## src/design/gsm_pkg.sv

```systemverilog
package gsm_pkg;

	// sizing
	localparam int MAX_GROUP  = 256;
	localparam int MAX_DIM    = 4096;
	localparam int LANE       = 8;
	localparam int GPR_MAX    = 512;

	localparam int GS_W       = $clog2(MAX_GROUP) + 1;
	localparam int GPR_W      = $clog2(GPR_MAX) + 1;
	localparam int DIM_W      = $clog2(MAX_DIM);
	localparam int DIMC_W     = DIM_W + 1;

	// datapath widths
	localparam int ELEM_W     = 8;
	localparam int EPROD_W    = 2 * ELEM_W;
	localparam int SCALE_W    = 24;
	localparam int SUM_W      = 24;
	localparam int PROD_W     = 2 * SCALE_W;
	localparam int FRAC_W     = 16;
	localparam int SC_W       = PROD_W - FRAC_W;
	localparam int TERM_W     = SC_W + SUM_W;
	localparam int ACC_W      = 64;

	// config port
	localparam int CFG_IDX_W  = 4;
	localparam int CFG_DATA_W = 16;

	// queue between front and back
	localparam int FIFO_DEPTH = 4;
	localparam int FIFO_AW    = $clog2(FIFO_DEPTH);
	localparam int FIFO_CW    = $clog2(FIFO_DEPTH + 1);

	typedef enum logic [CFG_IDX_W-1:0] {
		REG_GROUP_SIZE     = 4'd0,
		REG_GROUPS_PER_ROW = 4'd1,
		REG_ACT_ROWS       = 4'd2,
		REG_WT_ROWS        = 4'd3
	} cfg_reg_t;

	typedef struct packed {
		logic [GS_W-1:0]   group_size;
		logic [GPR_W-1:0]  groups_per_row;
		logic [DIMC_W-1:0] act_rows;
		logic [DIMC_W-1:0] wt_rows;
	} cfg_t;

	// output bookkeeping carried with each group term
	typedef struct packed {
		logic             row_end;
		logic             last;
		logic [DIM_W-1:0] row;
		logic [DIM_W-1:0] col;
	} out_meta_t;

	typedef struct packed {
		logic signed [SUM_W-1:0]   gsum;
		logic signed [SCALE_W-1:0] act_scale;
		logic signed [SCALE_W-1:0] wt_scale;
		out_meta_t                 meta;
	} grp_entry_t;

endpackage

```

## src/design/gsm_fifo.sv

```systemverilog
module gsm_fifo (
	input  logic                clk,
	input  logic                arst_n,
	input  logic                push,
	input  gsm_pkg::grp_entry_t wr_data,
	input  logic                pop,
	output gsm_pkg::grp_entry_t rd_data,
	output logic                full,
	output logic                empty
);

	gsm_pkg::grp_entry_t              mem_q [gsm_pkg::FIFO_DEPTH];
	logic [gsm_pkg::FIFO_AW-1:0]      wr_ptr_q;
	logic [gsm_pkg::FIFO_AW-1:0]      rd_ptr_q;
	logic [gsm_pkg::FIFO_CW-1:0]      count_q;

	assign full    = (count_q == gsm_pkg::FIFO_CW'(gsm_pkg::FIFO_DEPTH));
	assign empty   = (count_q == '0);
	assign rd_data = mem_q[rd_ptr_q];

	// pointers and fill count
	always_ff @(posedge clk or negedge arst_n) begin
		if (!arst_n) begin
			wr_ptr_q <= '0;
			rd_ptr_q <= '0;
			count_q  <= '0;
		end else begin
			if (push) wr_ptr_q <= wr_ptr_q + 1'b1;
			if (pop)  rd_ptr_q <= rd_ptr_q + 1'b1;
			if (push && !pop)      count_q <= count_q + 1'b1;
			else if (pop && !push) count_q <= count_q - 1'b1;
		end
	end

	// entry storage
	always_ff @(posedge clk) begin
		if (push) mem_q[wr_ptr_q] <= wr_data;
	end

`ifndef SYNTH
	a_no_overflow: assert property (@(posedge clk) disable iff (!arst_n)
		push |-> (!full || pop))
		else $error("group queue written while full");
	a_no_underflow: assert property (@(posedge clk) disable iff (!arst_n)
		pop |-> !empty)
		else $error("group queue read while empty");
`endif

endmodule

```

## config.mk

```make
export PLATFORM = sky130hd
export DESIGN_NAME = gsm_fifo
export DESIGN_NICKNAME = d
export VERILOG_FILES = /design/src/design/gsm_pkg.sv /design/src/design/gsm_fifo.sv
export SDC_FILE = /design/constraint.sdc
export NUM_CORES = 1
export LEC_CHECK = 0
export ABC_AREA = 1
export BUFFER_PORTS_ARGS = -buffer_cell sky130_fd_sc_hd__clkbuf_2
export CAP_MARGIN = 15
export CORE_ASPECT_RATIO = 1.5
export CORE_MARGIN = 3
export CORE_UTILIZATION = 25
export DETAILED_ROUTE_END_ITERATION = 10
export GPL_TIMING_DRIVEN = 0
export REMOVE_ABC_BUFFERS = 1
export SYNTH_ARGS = -nofsm -noshare
export SYNTH_HDL_FRONTEND = slang
export SYNTH_SLANG_ARGS = --single-unit
```

## constraint.sdc

```tcl
create_clock -name clk -period 2.7 [get_ports clk]
set_input_delay 0.54 -clock clk [delete_from_list [all_inputs] [get_ports clk]]
set_output_delay 0.54 -clock clk [all_outputs]
set_load 0.02 [all_outputs]
```

==> key figures <==
Pwr
  • Combinational fraction of design power: 39.8%
  • Pint: 14,300 uW
  • Clock share of power: 24.0%
  • Switch Pwr: 8990 uW
  • Leakage: 0.00774 uW
  • Cell Pwr Density: 1190 nW/um^2
  • Net Sw Frac: 38.6%
  • Worst VDD drop: 0.00136 V
  • Seq pwr share: 36.2%

Setup path
  • RR Startpoint: wr_ptr_q[0]
  • Critical Setup Path Class: flop to primary output
  • Worst Setup End Kind: primary output
  • Cells along the critical path: buf_16 > clkbuf_16 > o211ai_1 > nand2_1 > clkbuf_2
  • Worst Path Arrival: 2040 ps
  • Worst path slowest cell: dfrtp_4
  • Req. time, crit path: 2160 ps
  • CP Launch Point: rd_ptr_q[0]
  • Worst path max stage delay: 520 ps
  • Worst-case reg-to-reg path depth: 5
  • CP Launch Type: flop
  • Reg2reg setup slack: 740 ps
  • Crit path capture: rd_data[8]
  • Critical-path maximum fanout: 45
  • Worst R2R End: mem_q[0][96]

Synth
  • Largest family of logic cells by synthesized area: compound AO/OA/AOI/OAI gates
  • Mux share of post-synthesis cell area: 0%
  • Post-synthesis sequential area ratio: 74.1%
  • Synth cell types: 20
  • Simple logic cell fraction of the synthesized area: 7.28%
  • #FFs+latches synth: 399
  • Synth Area in Compound Gates: 9.31%
  • Synthesized area: 16,100 sq um
  • Synthesized area per cell: 13.5 sq um
  • XOR/XNOR share of the synthesized area: 0.217%
  • Cell count after synthesis: 1,191
  • Adder-cell area share of the yosys netlist: 0.512%
  • Yosys warnings: 0

Floorplan
  • Num rows: 113
  • Die ar.: 67,700 sq um
  • Width of the die: 213 um
  • Core Area: 63,600 sq um
  • Initial Util: 25.3%
  • Chip Height: 317 um
  • I/O pin count: 202

GRT
  • Vias in the first global route: 9,566
  • Gr usage total: 11.5%
  • Largest net degree at the start of global routing: 89
  • Global-route wire length before repair: 57.1 mm
  • Initial antenna violation count: 2
  • Total congestion overflow: 0

Route
  • Via-to-Cell Ratio: 4.32
  • Vias: 9,697
  • Routed wire length: 41.3 mm
  • First DRT Iteration DRCs: 526
  • Post-route DRC: 0
  • Final ANT Viol Nets: 0
  • Initial DRT Pass Iterations: 4
  • Drt wl/cell: 18.4 um

Final layout
  • Most common cell after layout, fill and taps aside: edfxtp_1
  • Highest-count cells in the layout ignoring fill and taps: edfxtp_1 (392), nand2_1 (306), inv_1 (203)
  • Synth-to-layout area growth: 21.8%
  • Layout cells sized above 1: 21.4%
  • Total Nets Final: 1,512

STA
  • Worst Skew: 21.7 ps
  • Pins Over Slew Limit: 0
  • Fin Hold WS: 191 ps
  • Endpoints failing setup: 0
  • Setup TNS: 0 ps
  • Worst Tran Pin Value: 555 ps
  • RSZ-0062 raised after global routing: false
  • Period utilization: 95.4%
  • Fmax: 0.388 GHz
  • Max-slew headroom: 63.0%
  • Fin crit period: 2580 ps
  • Fin. Hold Viols: 0

Clock network
  • Root buf cell: clkbuf_16
  • Clk buf depth: 3
  • Clock H-tree levels: 2
  • Worst-path clk slew: 60 ps
  • Clk sink count: 399
  • Clk_lat worst skew: 560 ps
  • TritonCTS clock tree: yes
  • CTS Buf Count: 41

Placement
  • Gpl congestion: 0.689
  • DP Wirelength: 20.5 mm
  • PortBufs: 201

Run
  • Max-cap violations: 0

Hold path
  • Min-delay worst type: primary input to flop

Outcome
  • Status: finished clean
## cell families (layout without fill, tap and decap cells)
family / count (synthesis) / count (layout)
other: 0 / 2
AO/OA/AOI/OAI: 197 / 197
flip-flops: 399 / 399
adder cells (fa/ha/maj): 6 / 6
buffers and inverters: 274 / 520
XOR/XNOR: 4 / 4
AND/OR/NAND/NOR: 311 / 311
## worst min path at each step
stage,start,to,cells after the start,slack [ps]
after detailed placement,arst_n,count_q[0],1,380
final,wr_data[7],mem_q[0][7],1,190
after floorplan,arst_n,count_q[0],0,240
after CTS,wr_data[65],mem_q[2][65],1,130
after global routing,wr_data[39],mem_q[0][39],1,150
after global placement,arst_n,count_q[0],1,390
## power groups by stage
stage	clock [uW]	combinational [uW]	sequential, uW
after detailed placement	0	7920	8850
after global placement	0	4670	9150
after CTS	5790	9190	8450
after floorplan	0	3620	8910
final	5590	9290	8450
after global routing	6020	10200	8530
## flip-flops by register name, indices dropped and copies added, names as in the netlist
name,cells
rd_ptr_q,2
wr_ptr_q,2
mem_q,392
count_q,3
## critical path, delay by kind of cell, from the launching register on
kind,cells,cell delay (ps)
buffers and inverters,3,600
and+or+nand+nor,1,100
DFF,1,520
AOI/OAI and AO/OA,1,180
## metrics by stage
step | area, sq um | util [%] | setup WS (ps) | std cells | power (uW)
3_3_place_gp | 17500 | 27.6 | -7520 | 2131 | 13800
3_5_place_dp | 17800 | 28.0 | -91.1 | 2141 | 16800
6_report | 19600 | 30.9 | 125 | 2244 | 23300
4_1_cts | 19500 | 30.7 | -0.448 | 2236 | 23400
5_1_grt | 19600 | 30.9 | 3.48 | 2244 | 24700
2_1_floorplan | 15500 | - | -4850 | 1125 | 12500
## routing by layer
layer	routed length (um)	vias to the layer above	share of wire, %	track usage (%)
li1	-	4588	-	-
met1	17000	4780	41	13.4
met2	20300	254	49	19.7
met3	2390	75	5.8	2.85
met4	1520	0	3.7	5.34
met5	0	-	0	0
## synth_stat cells (all sizes together)
cell type	number	area (sq um)
buf	65	601
clkbuf	1	3.75
dfrtp	7	175
edfxtp	392	11800
fa	1	20.0
ha	5	62.6
inv	208	783
nand2	307	1150
nand3	1	5.00
nand4	1	6.26
nor3	2	10.0
o211ai	196	1500
o21ai	1	5.00
xnor2	1	8.76
xor2	3	26.3
## final cells by class
class                      instances  area [sq um]
multi-input combinational        518          2800
clock inverter                    18           179
timing repair inverter             2          20.0
tap                              805          1010
sequential                       399         12000
antenna                            2          5.00
inverter                         208           817
clock buffer                      58          1150
timing repair buffer             234          1710
fill                            6257         44000
## what timing repair did
| action | CTS | global route |
|---|---|---|
| pin swaps | 0 | 1 |
| gates cloned | 6 | 4 |
| hold buffers | 1 | 0 |
| endpoints found under the setup margin | 98 | 42 |
| buffers inserted | 12 | 2 |
| resized for setup | 9 | 6 |
| endpoints found under the hold margin | 7 | 0 |
(Power assumes the default switching activity.)
