<file path="config.mk">
export PLATFORM = sky130hd
export DESIGN_NAME = gsm_front_flat
export DESIGN_NICKNAME = d
export VERILOG_FILES = /design/src/design/gsm_pkg.sv /design/src/design/gsm_if.sv /design/src/design/gsm_front.sv /design/src/flat_wrapper.sv
export SDC_FILE = /design/constraint.sdc
export NUM_CORES = 1
export LEC_CHECK = 0
export ABC_AREA = 1
export BUFFER_PORTS_ARGS = -buffer_cell sky130_fd_sc_hd__buf_2
export CAP_MARGIN = 25
export CORE_UTILIZATION = 53
export DETAILED_ROUTE_END_ITERATION = 10
export PLACE_DENSITY = 0.78
export SYNTH_ARGS = -nofsm -noshare
export SYNTH_HDL_FRONTEND = slang
export SYNTH_SLANG_ARGS = --single-unit
</file>
<file path="constraint.sdc">
create_clock -name clk -period 10.2 [get_ports clk]
set_clock_uncertainty 0.05 [all_clocks]
set_input_delay 1.02 -clock clk [delete_from_list [all_inputs] [get_ports clk]]
set_output_delay 1.02 -clock clk [all_outputs]
set_load 0.03 [all_outputs]
</file>
<file path="src/design/gsm_pkg.sv">
package gsm_pkg;

	// sizing
	localparam int MAX_GROUP  = 256;
	localparam int MAX_DIM    = 4096;
	localparam int LANE       = 8;
	localparam int GPR_MAX    = 512;

	localparam int GS_W       = $clog2(MAX_GROUP) + 1;
	localparam int GPR_W      = $clog2(GPR_MAX) + 1;
	localparam int DIM_W      = $clog2(MAX_DIM);
	localparam int DIMC_W     = DIM_W + 1;

	// datapath widths
	localparam int ELEM_W     = 8;
	localparam int EPROD_W    = 2 * ELEM_W;
	localparam int SCALE_W    = 24;
	localparam int SUM_W      = 24;
	localparam int PROD_W     = 2 * SCALE_W;
	localparam int FRAC_W     = 16;
	localparam int SC_W       = PROD_W - FRAC_W;
	localparam int TERM_W     = SC_W + SUM_W;
	localparam int ACC_W      = 64;

	// config port
	localparam int CFG_IDX_W  = 4;
	localparam int CFG_DATA_W = 16;

	// queue between front and back
	localparam int FIFO_DEPTH = 4;
	localparam int FIFO_AW    = $clog2(FIFO_DEPTH);
	localparam int FIFO_CW    = $clog2(FIFO_DEPTH + 1);

	typedef enum logic [CFG_IDX_W-1:0] {
		REG_GROUP_SIZE     = 4'd0,
		REG_GROUPS_PER_ROW = 4'd1,
		REG_ACT_ROWS       = 4'd2,
		REG_WT_ROWS        = 4'd3
	} cfg_reg_t;

	typedef struct packed {
		logic [GS_W-1:0]   group_size;
		logic [GPR_W-1:0]  groups_per_row;
		logic [DIMC_W-1:0] act_rows;
		logic [DIMC_W-1:0] wt_rows;
	} cfg_t;

	// output bookkeeping carried with each group term
	typedef struct packed {
		logic             row_end;
		logic             last;
		logic [DIM_W-1:0] row;
		logic [DIM_W-1:0] col;
	} out_meta_t;

	typedef struct packed {
		logic signed [SUM_W-1:0]   gsum;
		logic signed [SCALE_W-1:0] act_scale;
		logic signed [SCALE_W-1:0] wt_scale;
		out_meta_t                 meta;
	} grp_entry_t;

endpackage

</file>
<file path="src/design/gsm_if.sv">
interface gsm_in_if;
	logic                                    valid;
	logic                                    ready;
	logic signed [gsm_pkg::ELEM_W-1:0]       act_elem;
	logic signed [gsm_pkg::ELEM_W-1:0]       wt_elem;
	logic signed [gsm_pkg::SCALE_W-1:0]      act_scale;
	logic signed [gsm_pkg::SCALE_W-1:0]      wt_scale;

	modport source (output valid, act_elem, wt_elem, act_scale, wt_scale, input ready);
	modport sink   (input valid, act_elem, wt_elem, act_scale, wt_scale, output ready);
endinterface


</file>
<file path="src/design/gsm_front.sv">
module gsm_front (
	input  logic                clk,
	input  logic                arst_n,
	input  gsm_pkg::cfg_t       cfg,
	gsm_in_if.sink              item,
	input  logic                q_full,
	output logic                q_push,
	output gsm_pkg::grp_entry_t q_data
);

	logic signed [gsm_pkg::SUM_W-1:0]   sum_q;
	logic [gsm_pkg::GS_W-1:0]           elem_q;
	logic [gsm_pkg::GPR_W-1:0]          grp_q;
	logic [gsm_pkg::DIM_W-1:0]          row_q;
	logic [gsm_pkg::DIM_W-1:0]          col_q;

	logic                               accept;
	logic signed [gsm_pkg::EPROD_W-1:0] eprod;
	logic signed [gsm_pkg::SUM_W-1:0]   sum_nx;
	logic [gsm_pkg::GS_W-1:0]           elem_nx;
	logic [gsm_pkg::GPR_W-1:0]          grp_nx;
	logic [gsm_pkg::DIMC_W-1:0]         row_nx;
	logic [gsm_pkg::DIMC_W-1:0]         col_nx;
	logic                               grp_end;
	logic                               row_end;
	logic                               col_wrap;
	logic                               row_wrap;

	assign item.ready = !q_full;
	assign accept     = item.valid && item.ready;

	// element MAC and group/output position
	always_comb begin
		eprod    = item.act_elem * item.wt_elem;
		sum_nx   = sum_q + {{(gsm_pkg::SUM_W - gsm_pkg::EPROD_W){eprod[gsm_pkg::EPROD_W-1]}},
			eprod};
		elem_nx  = elem_q + 1'b1;
		grp_nx   = grp_q + 1'b1;
		col_nx   = {1'b0, col_q} + 1'b1;
		row_nx   = {1'b0, row_q} + 1'b1;
		grp_end  = (elem_nx >= cfg.group_size);
		row_end  = (grp_nx >= cfg.groups_per_row);
		col_wrap = (col_nx >= cfg.wt_rows);
		row_wrap = (row_nx >= cfg.act_rows);
	end

	// group entry handed to the back end
	assign q_push              = accept && grp_end;
	assign q_data.gsum         = sum_nx;
	assign q_data.act_scale    = item.act_scale;
	assign q_data.wt_scale     = item.wt_scale;
	assign q_data.meta.row_end = row_end;
	assign q_data.meta.last    = col_wrap && row_wrap;
	assign q_data.meta.row     = row_q;
	assign q_data.meta.col     = col_q;

	always_ff @(posedge clk or negedge arst_n) begin
		if (!arst_n) begin
			sum_q  <= '0;
			elem_q <= '0;
			grp_q  <= '0;
			row_q  <= '0;
			col_q  <= '0;
		end else if (accept) begin
			if (!grp_end) begin
				sum_q  <= sum_nx;
				elem_q <= elem_nx;
			end else begin
				sum_q  <= '0;
				elem_q <= '0;
				if (!row_end) begin
					grp_q <= grp_nx;
				end else begin
					grp_q <= '0;
					if (!col_wrap) begin
						col_q <= col_nx[gsm_pkg::DIM_W-1:0];
					end else begin
						col_q <= '0;
						row_q <= row_wrap ? '0 : row_nx[gsm_pkg::DIM_W-1:0];
					end
				end
			end
		end
	end

endmodule

</file>
<file path="src/flat_wrapper.sv">
// flat-port wrapper written by rule: the top's interface ports become plain ports
module gsm_front_flat 
  (clk, arst_n, cfg, q_full, q_push, q_data, item_valid, item_act_elem, item_wt_elem, item_act_scale, item_wt_scale, item_ready);
  gsm_in_if item_i ();
  input  logic clk;
  input  logic arst_n;
  input  gsm_pkg::cfg_t cfg;
  input  logic q_full;
  output logic q_push;
  output gsm_pkg::grp_entry_t q_data;
  input wire logic [$bits(item_i.valid)-1:0] item_valid;
  input wire logic [$bits(item_i.act_elem)-1:0] item_act_elem;
  input wire logic [$bits(item_i.wt_elem)-1:0] item_wt_elem;
  input wire logic [$bits(item_i.act_scale)-1:0] item_act_scale;
  input wire logic [$bits(item_i.wt_scale)-1:0] item_wt_scale;
  output wire logic [$bits(item_i.ready)-1:0] item_ready;
  assign item_i.valid = item_valid;
  assign item_i.act_elem = item_act_elem;
  assign item_i.wt_elem = item_wt_elem;
  assign item_i.act_scale = item_act_scale;
  assign item_i.wt_scale = item_wt_scale;
  assign item_ready = item_i.ready;
  gsm_front u_core (.clk(clk), .arst_n(arst_n), .cfg(cfg), .item(item_i), .q_full(q_full), .q_push(q_push), .q_data(q_data));
endmodule
</file>
==> flow_summary.yaml <==
status:
  outcome: "completed"
critical_path:
  crit_fanout: 11
  cp_top_family: "adder cells"
  timing.critical_path.from_type: "input pin"
  critical_path.most_common_cell: "sky130_fd_sc_hd__inv_1"
  worst_ep_required_time_ns: 9.13
  cpMaxStageDelayCell: "sky130_fd_sc_hd__fa_1"
  endpoint_kind: "output port"
  slowest_delay_ns: 0.59
  timing_worst_setup_path_type: "input pin to output port"
  critPathBufInv: 9
  arrival_ns: 6.68
yosys:
  synthDominantCellAreaShare_pct: 18.0
  synth_enable_flop_cells: 0
  avgSynthCellArea_sq_um: 7.01
  ys_dominant_reg_cell: "sky130_fd_sc_hd__dfrtp_1"
  synth_cells: 1325
  netlist_top_cells_count: "322 x sky130_fd_sc_hd__nand2_1, 296 x sky130_fd_sc_hd__inv_1, 103 x sky130_fd_sc_hd__ha_1"
  yosys_warnings: 0
  syn-num-nets: 1597
  distinct_cell_type_count_after_synthesis: 45
  synth_seq_cells: 67
  syn_area_sq_um: 9290
  fraction_of_registers_with_async_set_or_reset_after_synthesis_pct: 100
  synthDominantAreaCellType: "sky130_fd_sc_hd__dfrtp_1"
  synth_most_common_cell: "sky130_fd_sc_hd__nand2_1"
  cell_types_occupying_the_most_area_after_synthesis: "sky130_fd_sc_hd__dfrtp_1 18%, sky130_fd_sc_hd__ha_1 14%, sky130_fd_sc_hd__nand2_1 13%"
  synth.yosys.seq_area_share_pct: 18.0
place:
  place_congestion: 0.924
  detailed_place_hpwl_mm: 16.7
  io_buffers: 116
  place_worst_setup_slack_ns: 2.43
sta:
  achievable_freq_mhz: 129
  post-route-period-util_pct: 76.0
  timing_max_transition_violations_final: 0
  final_period_minus_worst_setup_slack_ns: 7.75
  grt_setup_unrepaired: "false"
  worst_slew_pin_slew_ns: 0.878
  timing.final.hold_violations: 0
  hold_ws_ns: 0.442
  post_layout_worst_setup_margin_ns: 2.45
  maxSlewHeadroom_pct: 41.5
  setup-violations-final: 0
  setup-tns-final_ns: 0
final_layout:
  finalCoreUtilization_pct: 58.2
  antenna-diode-count: 0
  layout.nets: 1652
  syn2layout_area_growth_pct: 7.65
  layout-drive-gt1-share_pct: 13.3
  fillCellCount: 1678
cts:
  clk_root_buf: "sky130_fd_sc_hd__clkbuf_16"
  clock_tree.buffer_depth: 2
  clk_pin_slew_ns: 0.05
  post_cts_setup_buffers: 0
  clock-sinks: 67
  holdBufCountCts: 0
  clock_latency_at_the_later_pin_of_the_worst_skew_pair_ns: 0.35
  cts_buffers: 9
  number_of_levels_the_h_tree_was_split_into: 3
  cts-resized-gates: 0
  tritoncts: "done"
global_route:
  maximum_number_of_pins_on_one_net_before_global_route_repair: 68
  grt_pass1_wl_mm: 34.6
  overflow: 0
  initial_antenna_violation_count: 0
  first_global_vias: 7781
  groute.usage.overall_pct: 23.7
detailed_routing:
  routed_via_count_divided_by_cell_count: 5.08
  drc: 0
  drt.antenna.violating_nets: 0
  drtIter0Drc: 317
  drt_pass1_iterations: 5
  drt-wirelength-per-cell_um: 12.5
  vias: 8174
  finalWirelength_mm: 20.2
floorplan:
  std_cell_rows: 48
  fp.coreArea_sq_um: 17200
  starting_density_of_the_core_pct: 54.1
  die_height_um: 134
  die_area_sq_um: 18100
  die_w_um: 134
  floorplan.io_pins: 213
run:
  max_cap_violations: 0
hold_path:
  min_path_type: "flop to flop"
sequential cells by signal (all words and copies together) (netlist names):
register       count
u_core.sum_q      24
u_core.col_q      12
u_core.row_q      12
u_core.grp_q      10
u_core.elem_q      9
cell families (layout without fill, tap and decap cells):
| group | Yosys count | count (layout) | share of synthesized area, % |
|---|---|---|---|
| compound gates | 139 | 139 | 8.66 |
| simple gates | 538 | 538 | 25.4 |
| flops | 67 | 67 | 18.0 |
| fa+ha+maj | 159 | 159 | 25.9 |
| xor+xnor | 46 | 46 | 4.42 |
| buf+inv | 376 | 436 | 17.6 |
worst min-delay path, delay by kind of cell (launching register included):
family           cells  cell delay [ns]
DFF                  1             0.34
and+or+nand+nor      2             0.11
final cells by class:
| class | instances | area (sq um) | area share [%] |
|---|---|---|---|
| clock buffer | 11 | 253 | 2.53 |
| multi-input combinational | 882 | 5980 | 59.8 |
| tap | 225 | 282 | 2.81 |
| timing repair buffer | 117 | 588 | 5.88 |
| clock inverter | 5 | 82.6 | 0.826 |
| sequential | 67 | 1680 | 16.8 |
| inverter | 303 | 1140 | 11.4 |
layout by cell type (no fill, tap or decap), drive strengths merged, types with 3 or more instances in the layout:
| cell type | count |
|---|---|
| inv | 303 |
| dfrtp | 67 |
| clkinv | 3 |
| ha | 103 |
| buf | 117 |
| nand4 | 26 |
| fa | 56 |
| o21ai | 58 |
| o211ai | 3 |
| and2 | 8 |
| o22ai | 6 |
| a21oi | 56 |
| a22o | 9 |
| nand3b | 3 |
| nand2 | 332 |
| nor3 | 21 |
| clkbuf | 11 |
| nor2 | 92 |
| xor2 | 36 |
| nand3 | 49 |
| xnor2 | 10 |
| or2 | 3 |
metal layers:
layer  vias up  global-route usage [%]  routed length, um
met5         -                       0                  0
met4         0                    6.68                303
met3        29                    3.51               1240
met2       229                    40.3               9440
met1      3777                    31.2               9180
li1       4139                       -                  -
through the flow:
step                instance area (sq um)  cells
finish                              10000   1610
global route                        10000   1610
CTS                                 10000   1610
detailed placement                   9670   1594
global placement                     9670   1594
floorplan                            9290   1325
path summary, 6_finish.rpt:
path / depth (start not counted) / start / slack (ns) / to
min: 2 / u_core.sum_q[21] / 0.44 / u_core.sum_q[21]
min reg2reg: 2 / u_core.sum_q[21] / 0.44 / u_core.sum_q[21]
min in group asynchronous: 2 / arst_n / 0.81 / u_core.sum_q[22]
max in group asynchronous: 2 / arst_n / 8.70 / u_core.grp_q[0]
max reg2reg: 14 / u_core.elem_q[0] / 6.90 / u_core.elem_q[6]
max: 29 / item_wt_elem[2] / 2.45 / q_data[92]
Power is left out: the tool's default activity adds up to more than one toggle a clock period on the data nets, which glitch-free logic cannot reach.
