$ cat src/design/gsm_pkg.sv
package gsm_pkg;

	// sizing
	localparam int MAX_GROUP  = 256;
	localparam int MAX_DIM    = 4096;
	localparam int LANE       = 8;
	localparam int GPR_MAX    = 512;

	localparam int GS_W       = $clog2(MAX_GROUP) + 1;
	localparam int GPR_W      = $clog2(GPR_MAX) + 1;
	localparam int DIM_W      = $clog2(MAX_DIM);
	localparam int DIMC_W     = DIM_W + 1;

	// datapath widths
	localparam int ELEM_W     = 8;
	localparam int EPROD_W    = 2 * ELEM_W;
	localparam int SCALE_W    = 24;
	localparam int SUM_W      = 24;
	localparam int PROD_W     = 2 * SCALE_W;
	localparam int FRAC_W     = 16;
	localparam int SC_W       = PROD_W - FRAC_W;
	localparam int TERM_W     = SC_W + SUM_W;
	localparam int ACC_W      = 64;

	// config port
	localparam int CFG_IDX_W  = 4;
	localparam int CFG_DATA_W = 16;

	// queue between front and back
	localparam int FIFO_DEPTH = 4;
	localparam int FIFO_AW    = $clog2(FIFO_DEPTH);
	localparam int FIFO_CW    = $clog2(FIFO_DEPTH + 1);

	typedef enum logic [CFG_IDX_W-1:0] {
		REG_GROUP_SIZE     = 4'd0,
		REG_GROUPS_PER_ROW = 4'd1,
		REG_ACT_ROWS       = 4'd2,
		REG_WT_ROWS        = 4'd3
	} cfg_reg_t;

	typedef struct packed {
		logic [GS_W-1:0]   group_size;
		logic [GPR_W-1:0]  groups_per_row;
		logic [DIMC_W-1:0] act_rows;
		logic [DIMC_W-1:0] wt_rows;
	} cfg_t;

	// output bookkeeping carried with each group term
	typedef struct packed {
		logic             row_end;
		logic             last;
		logic [DIM_W-1:0] row;
		logic [DIM_W-1:0] col;
	} out_meta_t;

	typedef struct packed {
		logic signed [SUM_W-1:0]   gsum;
		logic signed [SCALE_W-1:0] act_scale;
		logic signed [SCALE_W-1:0] wt_scale;
		out_meta_t                 meta;
	} grp_entry_t;

endpackage

$ cat src/design/gsm_if.sv


interface gsm_out_if;
	logic                                    valid;
	logic                                    ready;
	logic signed [gsm_pkg::ACC_W-1:0]        dot_value;
	logic [gsm_pkg::DIM_W-1:0]               out_row;
	logic [gsm_pkg::DIM_W-1:0]               out_col;
	logic                                    last_output;

	modport source (output valid, dot_value, out_row, out_col, last_output, input ready);
	modport sink   (input valid, dot_value, out_row, out_col, last_output, output ready);
endinterface


$ cat src/design/gsm_back.sv
module gsm_back (
	input  logic                clk,
	input  logic                arst_n,
	input  gsm_pkg::grp_entry_t q_data,
	input  logic                q_empty,
	output logic                q_pop,
	gsm_out_if.source           result
);

	localparam logic signed [gsm_pkg::PROD_W-1:0] RND_HALF =
		gsm_pkg::PROD_W'(1) <<< (gsm_pkg::FRAC_W - 1);
	localparam logic signed [gsm_pkg::ACC_W-1:0] ACC_MAX =
		{1'b0, {(gsm_pkg::ACC_W-1){1'b1}}};
	localparam logic signed [gsm_pkg::ACC_W-1:0] ACC_MIN =
		{1'b1, {(gsm_pkg::ACC_W-1){1'b0}}};

	// pipeline stages
	logic                                 v_s1, v_s2, v_s3;
	logic signed [gsm_pkg::PROD_W-1:0]    prod_s1;
	logic signed [gsm_pkg::SC_W-1:0]      sc_s2;
	logic signed [gsm_pkg::TERM_W-1:0]    term_s3;
	logic signed [gsm_pkg::SUM_W-1:0]     gsum_s1, gsum_s2;
	gsm_pkg::out_meta_t                   meta_s1, meta_s2, meta_s3;

	logic signed [gsm_pkg::ACC_W-1:0]     acc_q;
	logic                                 out_v_q;
	logic signed [gsm_pkg::ACC_W-1:0]     out_val_q;
	gsm_pkg::out_meta_t                   out_meta_q;

	logic                                 en;
	logic                                 emit;
	logic signed [gsm_pkg::PROD_W-1:0]    rnd;
	logic [gsm_pkg::ACC_W:0]              acc_wide;
	logic signed [gsm_pkg::ACC_W-1:0]     acc_sat;

	// hold the pipe only when a finished row meets an occupied output register that the receiver is not taking
	assign en    = !(v_s3 && meta_s3.row_end && out_v_q && !result.ready);
	assign emit  = en && v_s3 && meta_s3.row_end;
	assign q_pop = en && !q_empty;

	// scale rounding, half toward plus infinity
	assign rnd = prod_s1 + RND_HALF;

	// saturating accumulate
	always_comb begin
		acc_wide = {acc_q[gsm_pkg::ACC_W-1], acc_q}
			+ {{(gsm_pkg::ACC_W + 1 - gsm_pkg::TERM_W){term_s3[gsm_pkg::TERM_W-1]}}, term_s3};
		priority if (acc_wide[gsm_pkg::ACC_W] != acc_wide[gsm_pkg::ACC_W-1]) begin
			acc_sat = acc_wide[gsm_pkg::ACC_W] ? ACC_MIN : ACC_MAX;
		end else begin
			acc_sat = acc_wide[gsm_pkg::ACC_W-1:0];
		end
	end

	// control state
	always_ff @(posedge clk or negedge arst_n) begin
		if (!arst_n) begin
			v_s1    <= 1'b0;
			v_s2    <= 1'b0;
			v_s3    <= 1'b0;
			acc_q   <= '0;
			out_v_q <= 1'b0;
		end else begin
			if (en) begin
				v_s1 <= !q_empty;
				v_s2 <= v_s1;
				v_s3 <= v_s2;
				if (v_s3) acc_q <= meta_s3.row_end ? '0 : acc_sat;
			end
			if (emit)              out_v_q <= 1'b1;
			else if (result.ready) out_v_q <= 1'b0;
		end
	end

	// payload
	always_ff @(posedge clk) begin
		if (en) begin
			prod_s1 <= q_data.act_scale * q_data.wt_scale;
			gsum_s1 <= q_data.gsum;
			meta_s1 <= q_data.meta;
			sc_s2   <= rnd[gsm_pkg::PROD_W-1:gsm_pkg::FRAC_W];
			gsum_s2 <= gsum_s1;
			meta_s2 <= meta_s1;
			term_s3 <= sc_s2 * gsum_s2;
			meta_s3 <= meta_s2;
		end
		if (emit) begin
			out_val_q  <= acc_sat;
			out_meta_q <= meta_s3;
		end
	end

	assign result.valid       = out_v_q;
	assign result.dot_value   = out_val_q;
	assign result.out_row     = out_meta_q.row;
	assign result.out_col     = out_meta_q.col;
	assign result.last_output = out_meta_q.last;

`ifndef SYNTH
	a_stall_cause: assert property (@(posedge clk) disable iff (!arst_n)
		!en |-> (out_v_q && v_s3 && meta_s3.row_end))
		else $error("pipe held without a waiting result");
	a_row_clear: assert property (@(posedge clk) disable iff (!arst_n)
		emit |=> (acc_q == '0 && out_v_q))
		else $error("accumulator not cleared after a row result");
	a_out_drain: assert property (@(posedge clk) disable iff (!arst_n)
		(out_v_q && result.ready && !emit) |=> !out_v_q)
		else $error("taken result still shown");
`endif

endmodule

$ cat src/flat_wrapper.sv
// flat-port wrapper written by rule: the top's interface ports become plain ports
module gsm_back_flat 
  (clk, arst_n, q_data, q_empty, q_pop, result_valid, result_dot_value, result_out_row, result_out_col, result_last_output, result_ready);
  gsm_out_if result_i ();
  input  logic clk;
  input  logic arst_n;
  input  gsm_pkg::grp_entry_t q_data;
  input  logic q_empty;
  output logic q_pop;
  output wire logic [$bits(result_i.valid)-1:0] result_valid;
  output wire logic [$bits(result_i.dot_value)-1:0] result_dot_value;
  output wire logic [$bits(result_i.out_row)-1:0] result_out_row;
  output wire logic [$bits(result_i.out_col)-1:0] result_out_col;
  output wire logic [$bits(result_i.last_output)-1:0] result_last_output;
  input wire logic [$bits(result_i.ready)-1:0] result_ready;
  assign result_valid = result_i.valid;
  assign result_dot_value = result_i.dot_value;
  assign result_out_row = result_i.out_row;
  assign result_out_col = result_i.out_col;
  assign result_last_output = result_i.last_output;
  assign result_i.ready = result_ready;
  gsm_back u_core (.clk(clk), .arst_n(arst_n), .q_data(q_data), .q_empty(q_empty), .q_pop(q_pop), .result(result_i));
endmodule
$ cat config.mk
export PLATFORM = sky130hd
export DESIGN_NAME = gsm_back_flat
export DESIGN_NICKNAME = d
export VERILOG_FILES = /design/src/design/gsm_pkg.sv /design/src/design/gsm_if.sv /design/src/design/gsm_back.sv /design/src/flat_wrapper.sv
export SDC_FILE = /design/constraint.sdc
export NUM_CORES = 2
export LEC_CHECK = 0
export ABC_AREA = 1
export BUFFER_PORTS_ARGS = -buffer_cell sky130_fd_sc_hd__buf_4
export CAP_MARGIN = 20
export CORE_AREA = 2 2 462 281
export CTS_CLUSTER_SIZE = 12
export DETAILED_ROUTE_END_ITERATION = 7
export DIE_AREA = 0 0 464 283
export PLACE_DENSITY = 0.71
export SLEW_MARGIN = 20
export SYNTH_ARGS = -nofsm -noshare
export SYNTH_HDL_FRONTEND = slang
export SYNTH_SLANG_ARGS = --single-unit
$ cat constraint.sdc
create_clock -name clk -period 6.89 [get_ports clk]
set_input_delay 1.0335 -clock clk [delete_from_list [all_inputs] [get_ports clk]]
set_output_delay 1.0335 -clock clk [all_outputs]
set_load 0.02 [all_outputs]
==> out/metrics.yaml <==
min_from: "u_core.meta_s2[7]"
whs_ps: 417
clkSinkCount: 404
dr.first_iter.drc_count: 5394
cts_tree: "built"
syn_nets: 10055
grt_pass1_wl_um: 328000
initial_core_util_pct: 54.4
seq_area_frac_synth_pct: 17.0
rows: 102
gr-usage-all-layers_pct: 32.3
hp-class: "flip-flop to flip-flop"
finalMaxSlewViolations: 0
yosysWarnings: 0
synth_area_per_cell_um2: 8.44
cp_top_family: "adder cells"
fin_crit_sh_pct: 97.8
setup-violations-final: 0
multiInputGateArea_um2: 48800
reg2reg_from: "u_core.gsum_s2[23]"
tightest_slew_ps: 995
max_clock_freq_mhz: 148
cts_buffer_depth: 3
critPathLaunchType: "input pin"
drive_above_1_share_pct: 15.6
dp_slack_ps: -937
synth_async_sr_flop_share_pct: 16.8
vias: 55089
area_delta_synth_final_pct: 16.6
crit_buf_inv: 12
yosysUniqueCellTypes: 51
slew_headroom_pct: 33.7
fin_skew_ps: 61.0
h-tree-depth: 2
fin_ws_ps: 148
period_needed_ps: 6740
wl_per_cell_um: 19.3
synth-edff-count: 336
cts_made_buffers: 43
fp.coreArea_um2: 127000
place_area_um2: 78100
syn_area_um2: 69400
worst_path_max_delay_cell: "fa_1"
io_pins: 193
ys_seq_elements: 404
antenna_found_initial: 2
dr.pass1.iters: 6
cap_violations: 0
clock_latency_ps: 660
max_stage_delay_ps: 530
clkTransAtPathRegs_ps: 70
routed_via_density: 5.16
startpoint: "q_data[34]"
grt_max_degree: 72
grt_pass1_vias: 58307
critPathMaxFanout: 13
rsz0062_at_grt: "true"
cp_common_cell: "fa_1"
final_net_count: 10763
dp_hpwl_um: 177000
die_y_um: 283
route.detailed.drc: 0
critPathKind: "input pin to flip-flop"
status: "completed"
gp_congestion: 0.995
setup.worst_path.end_class: "flip-flop"
die_x_um: 464
synth_flop_cell: "edfxtp_1"
post_synth_inst_count: 8218
dieArea_um2: 131000
final.fill_count: 10910
cts-root-buf: "clkbuf_16"
regArea_um2: 11800
grt_overflow_total: 0
cp.arrival_ps: 7150
port_buffers: 192
worstPathRequired_ps: 7300
antenna_left: 0
cts_hold_buf: 0
finalHoldViolCount: 0
drt-total-wl_um: 207000
design_area_um2: 80900
-- area by class of cell --
type / instances / area share, %
Inverter: 2327 / 10.8
Antenna cell: 2 / 0.00619
Multi-Input combinational cell: 5230 / 60.4
Sequential cell: 404 / 14.6
Clock inverter: 14 / 0.203
Timing Repair Buffer: 920 / 9.89
Clock buffer: 65 / 1.46
Tap cell: 1716 / 2.66
-- timing repair --
action | CTS | global route
resized for setup | 18 | 290
setup buffers | 0 | 26
cloned | 0 | 4
pin swaps | 1 | 86
setup endpoints to repair | 13 | 54
-- sequential cells by signal, indices dropped and copies added, names as in the netlist --
register / cells
u_core.acc_q: 64
u_core.gsum_s1: 24
u_core.gsum_s2: 24
u_core.meta_s1: 26
u_core.meta_s2: 26
u_core.meta_s3: 26
u_core.prod_s1: 33
u_core.result.dot_value: 64
u_core.result.last_output: 1
u_core.result.out_col: 12
u_core.result.out_row: 12
u_core.result.valid: 1
u_core.sc_s2: 32
u_core.term_s3: 56
u_core.v_s1: 1
u_core.v_s2: 1
u_core.v_s3: 1
-- logic make-up (layout without fill, tap and decap cells) --
logic type | Yosys count | in the layout | share of synthesized area, %
AND/OR/NAND/NOR | 2938 | 2938 | 17.2
buffers and inverters | 2584 | 3326 | 14.2
adder cells (fa/ha/maj) | 1735 | 1735 | 46.3
flip-flops | 404 | 404 | 17.0
AO/OA/AOI/OAI | 395 | 395 | 3.25
XOR/XNOR | 162 | 162 | 2.05
other | 0 | 2 | 0
-- cells in the final DEF (no fill, tap or decap), types with 37 or more instances in the layout --
cell / instances
inv_1: 2306
buf_4: 820
xor2_1: 110
o21bai_1: 39
ha_1: 323
nor2_1: 279
clkbuf_16: 46
edfxtp_1: 336
o21ai_0: 67
a21oi_2: 50
nor2_2: 37
nand2_1: 2206
nand3_1: 102
buf_12: 76
a21oi_1: 140
nand2_2: 162
nand4_1: 41
fa_1: 1362
dfrtp_1: 68
xnor2_1: 47
-- per-layer routing --
layer	vias to the layer above	global-route usage (%)	share of wire (%)
met5	-	1.23	0.048
met4	2	4.41	1.3
met3	185	12.2	14
met2	2609	42.7	38
met1	27236	50.9	47
li1	25057	-	-
-- metrics by stage --
stage / utilization (%) / TNS [ps] / cells
detailed placement: 61.2 / -15990 / 10567
global placement: 61.2 / -13920 / 10567
floorplan: - / 0 / 8218
finish: 63.4 / 0 / 10678
global route: 63.4 / -351 / 10677
CTS: 62.3 / -91.9 / 10646
-- synth_stat cells, types with 2 or more instances --
| master | count | area, um2 |
|---|---|---|
| a21boi_0 | 8 | 60.1 |
| a21o_1 | 20 | 150 |
| a21oi_1 | 187 | 936 |
| a21oi_2 | 7 | 61.3 |
| a221oi_1 | 2 | 17.5 |
| a31oi_1 | 18 | 113 |
| and2_1 | 2 | 12.5 |
| and3_1 | 5 | 31.3 |
| buf_2 | 6 | 30.0 |
| buf_6 | 6 | 67.6 |
| buf_8 | 6 | 90.1 |
| clkbuf_1 | 239 | 897 |
| dfrtp_1 | 68 | 1700 |
| edfxtp_1 | 336 | 10100 |
| fa_1 | 1390 | 27800 |
| ha_1 | 345 | 4320 |
| inv_1 | 2323 | 8720 |
| inv_2 | 4 | 15.0 |
| nand2_1 | 2233 | 8380 |
| nand2_2 | 137 | 857 |
| nand2_4 | 4 | 45.0 |
| nand3_1 | 111 | 556 |
| nand3_2 | 2 | 20.0 |
| nand3b_1 | 2 | 15.0 |
| nand4_1 | 41 | 257 |
| nor2_1 | 312 | 1170 |
| nor2_2 | 10 | 62.6 |
| nor3_1 | 31 | 155 |
| nor3_2 | 3 | 30.0 |
| nor4_1 | 18 | 113 |
| o211ai_1 | 3 | 22.5 |
| o21a_1 | 7 | 52.6 |
| o21ai_0 | 94 | 470 |
| o21ai_1 | 2 | 10.0 |
| o21bai_1 | 41 | 308 |
| o311ai_0 | 2 | 17.5 |
| or2_2 | 18 | 113 |
| or3_1 | 2 | 12.5 |
| xnor2_1 | 47 | 412 |
| xor2_1 | 115 | 1010 |
-- worst paths after layout --
| path | endpoint | slack, ps | cells past startpoint |
|---|---|---|---|
| min in group asynchronous | u_core.v_s3 | 560 | 1 |
| worst min register to register | u_core.meta_s3[7] | 420 | 0 |
| worst min-delay path | u_core.meta_s3[7] | 420 | 0 |
| worst max register to register | u_core.term_s3[55] | 170 | 25 |
| max in group asynchronous | u_core.acc_q[36] | 5640 | 1 |
| worst max-delay path | u_core.prod_s1[46] | 150 | 29 |
Power is not shown: default switching activity piles up to over one toggle a cycle in this logic, so the estimate is an artifact.
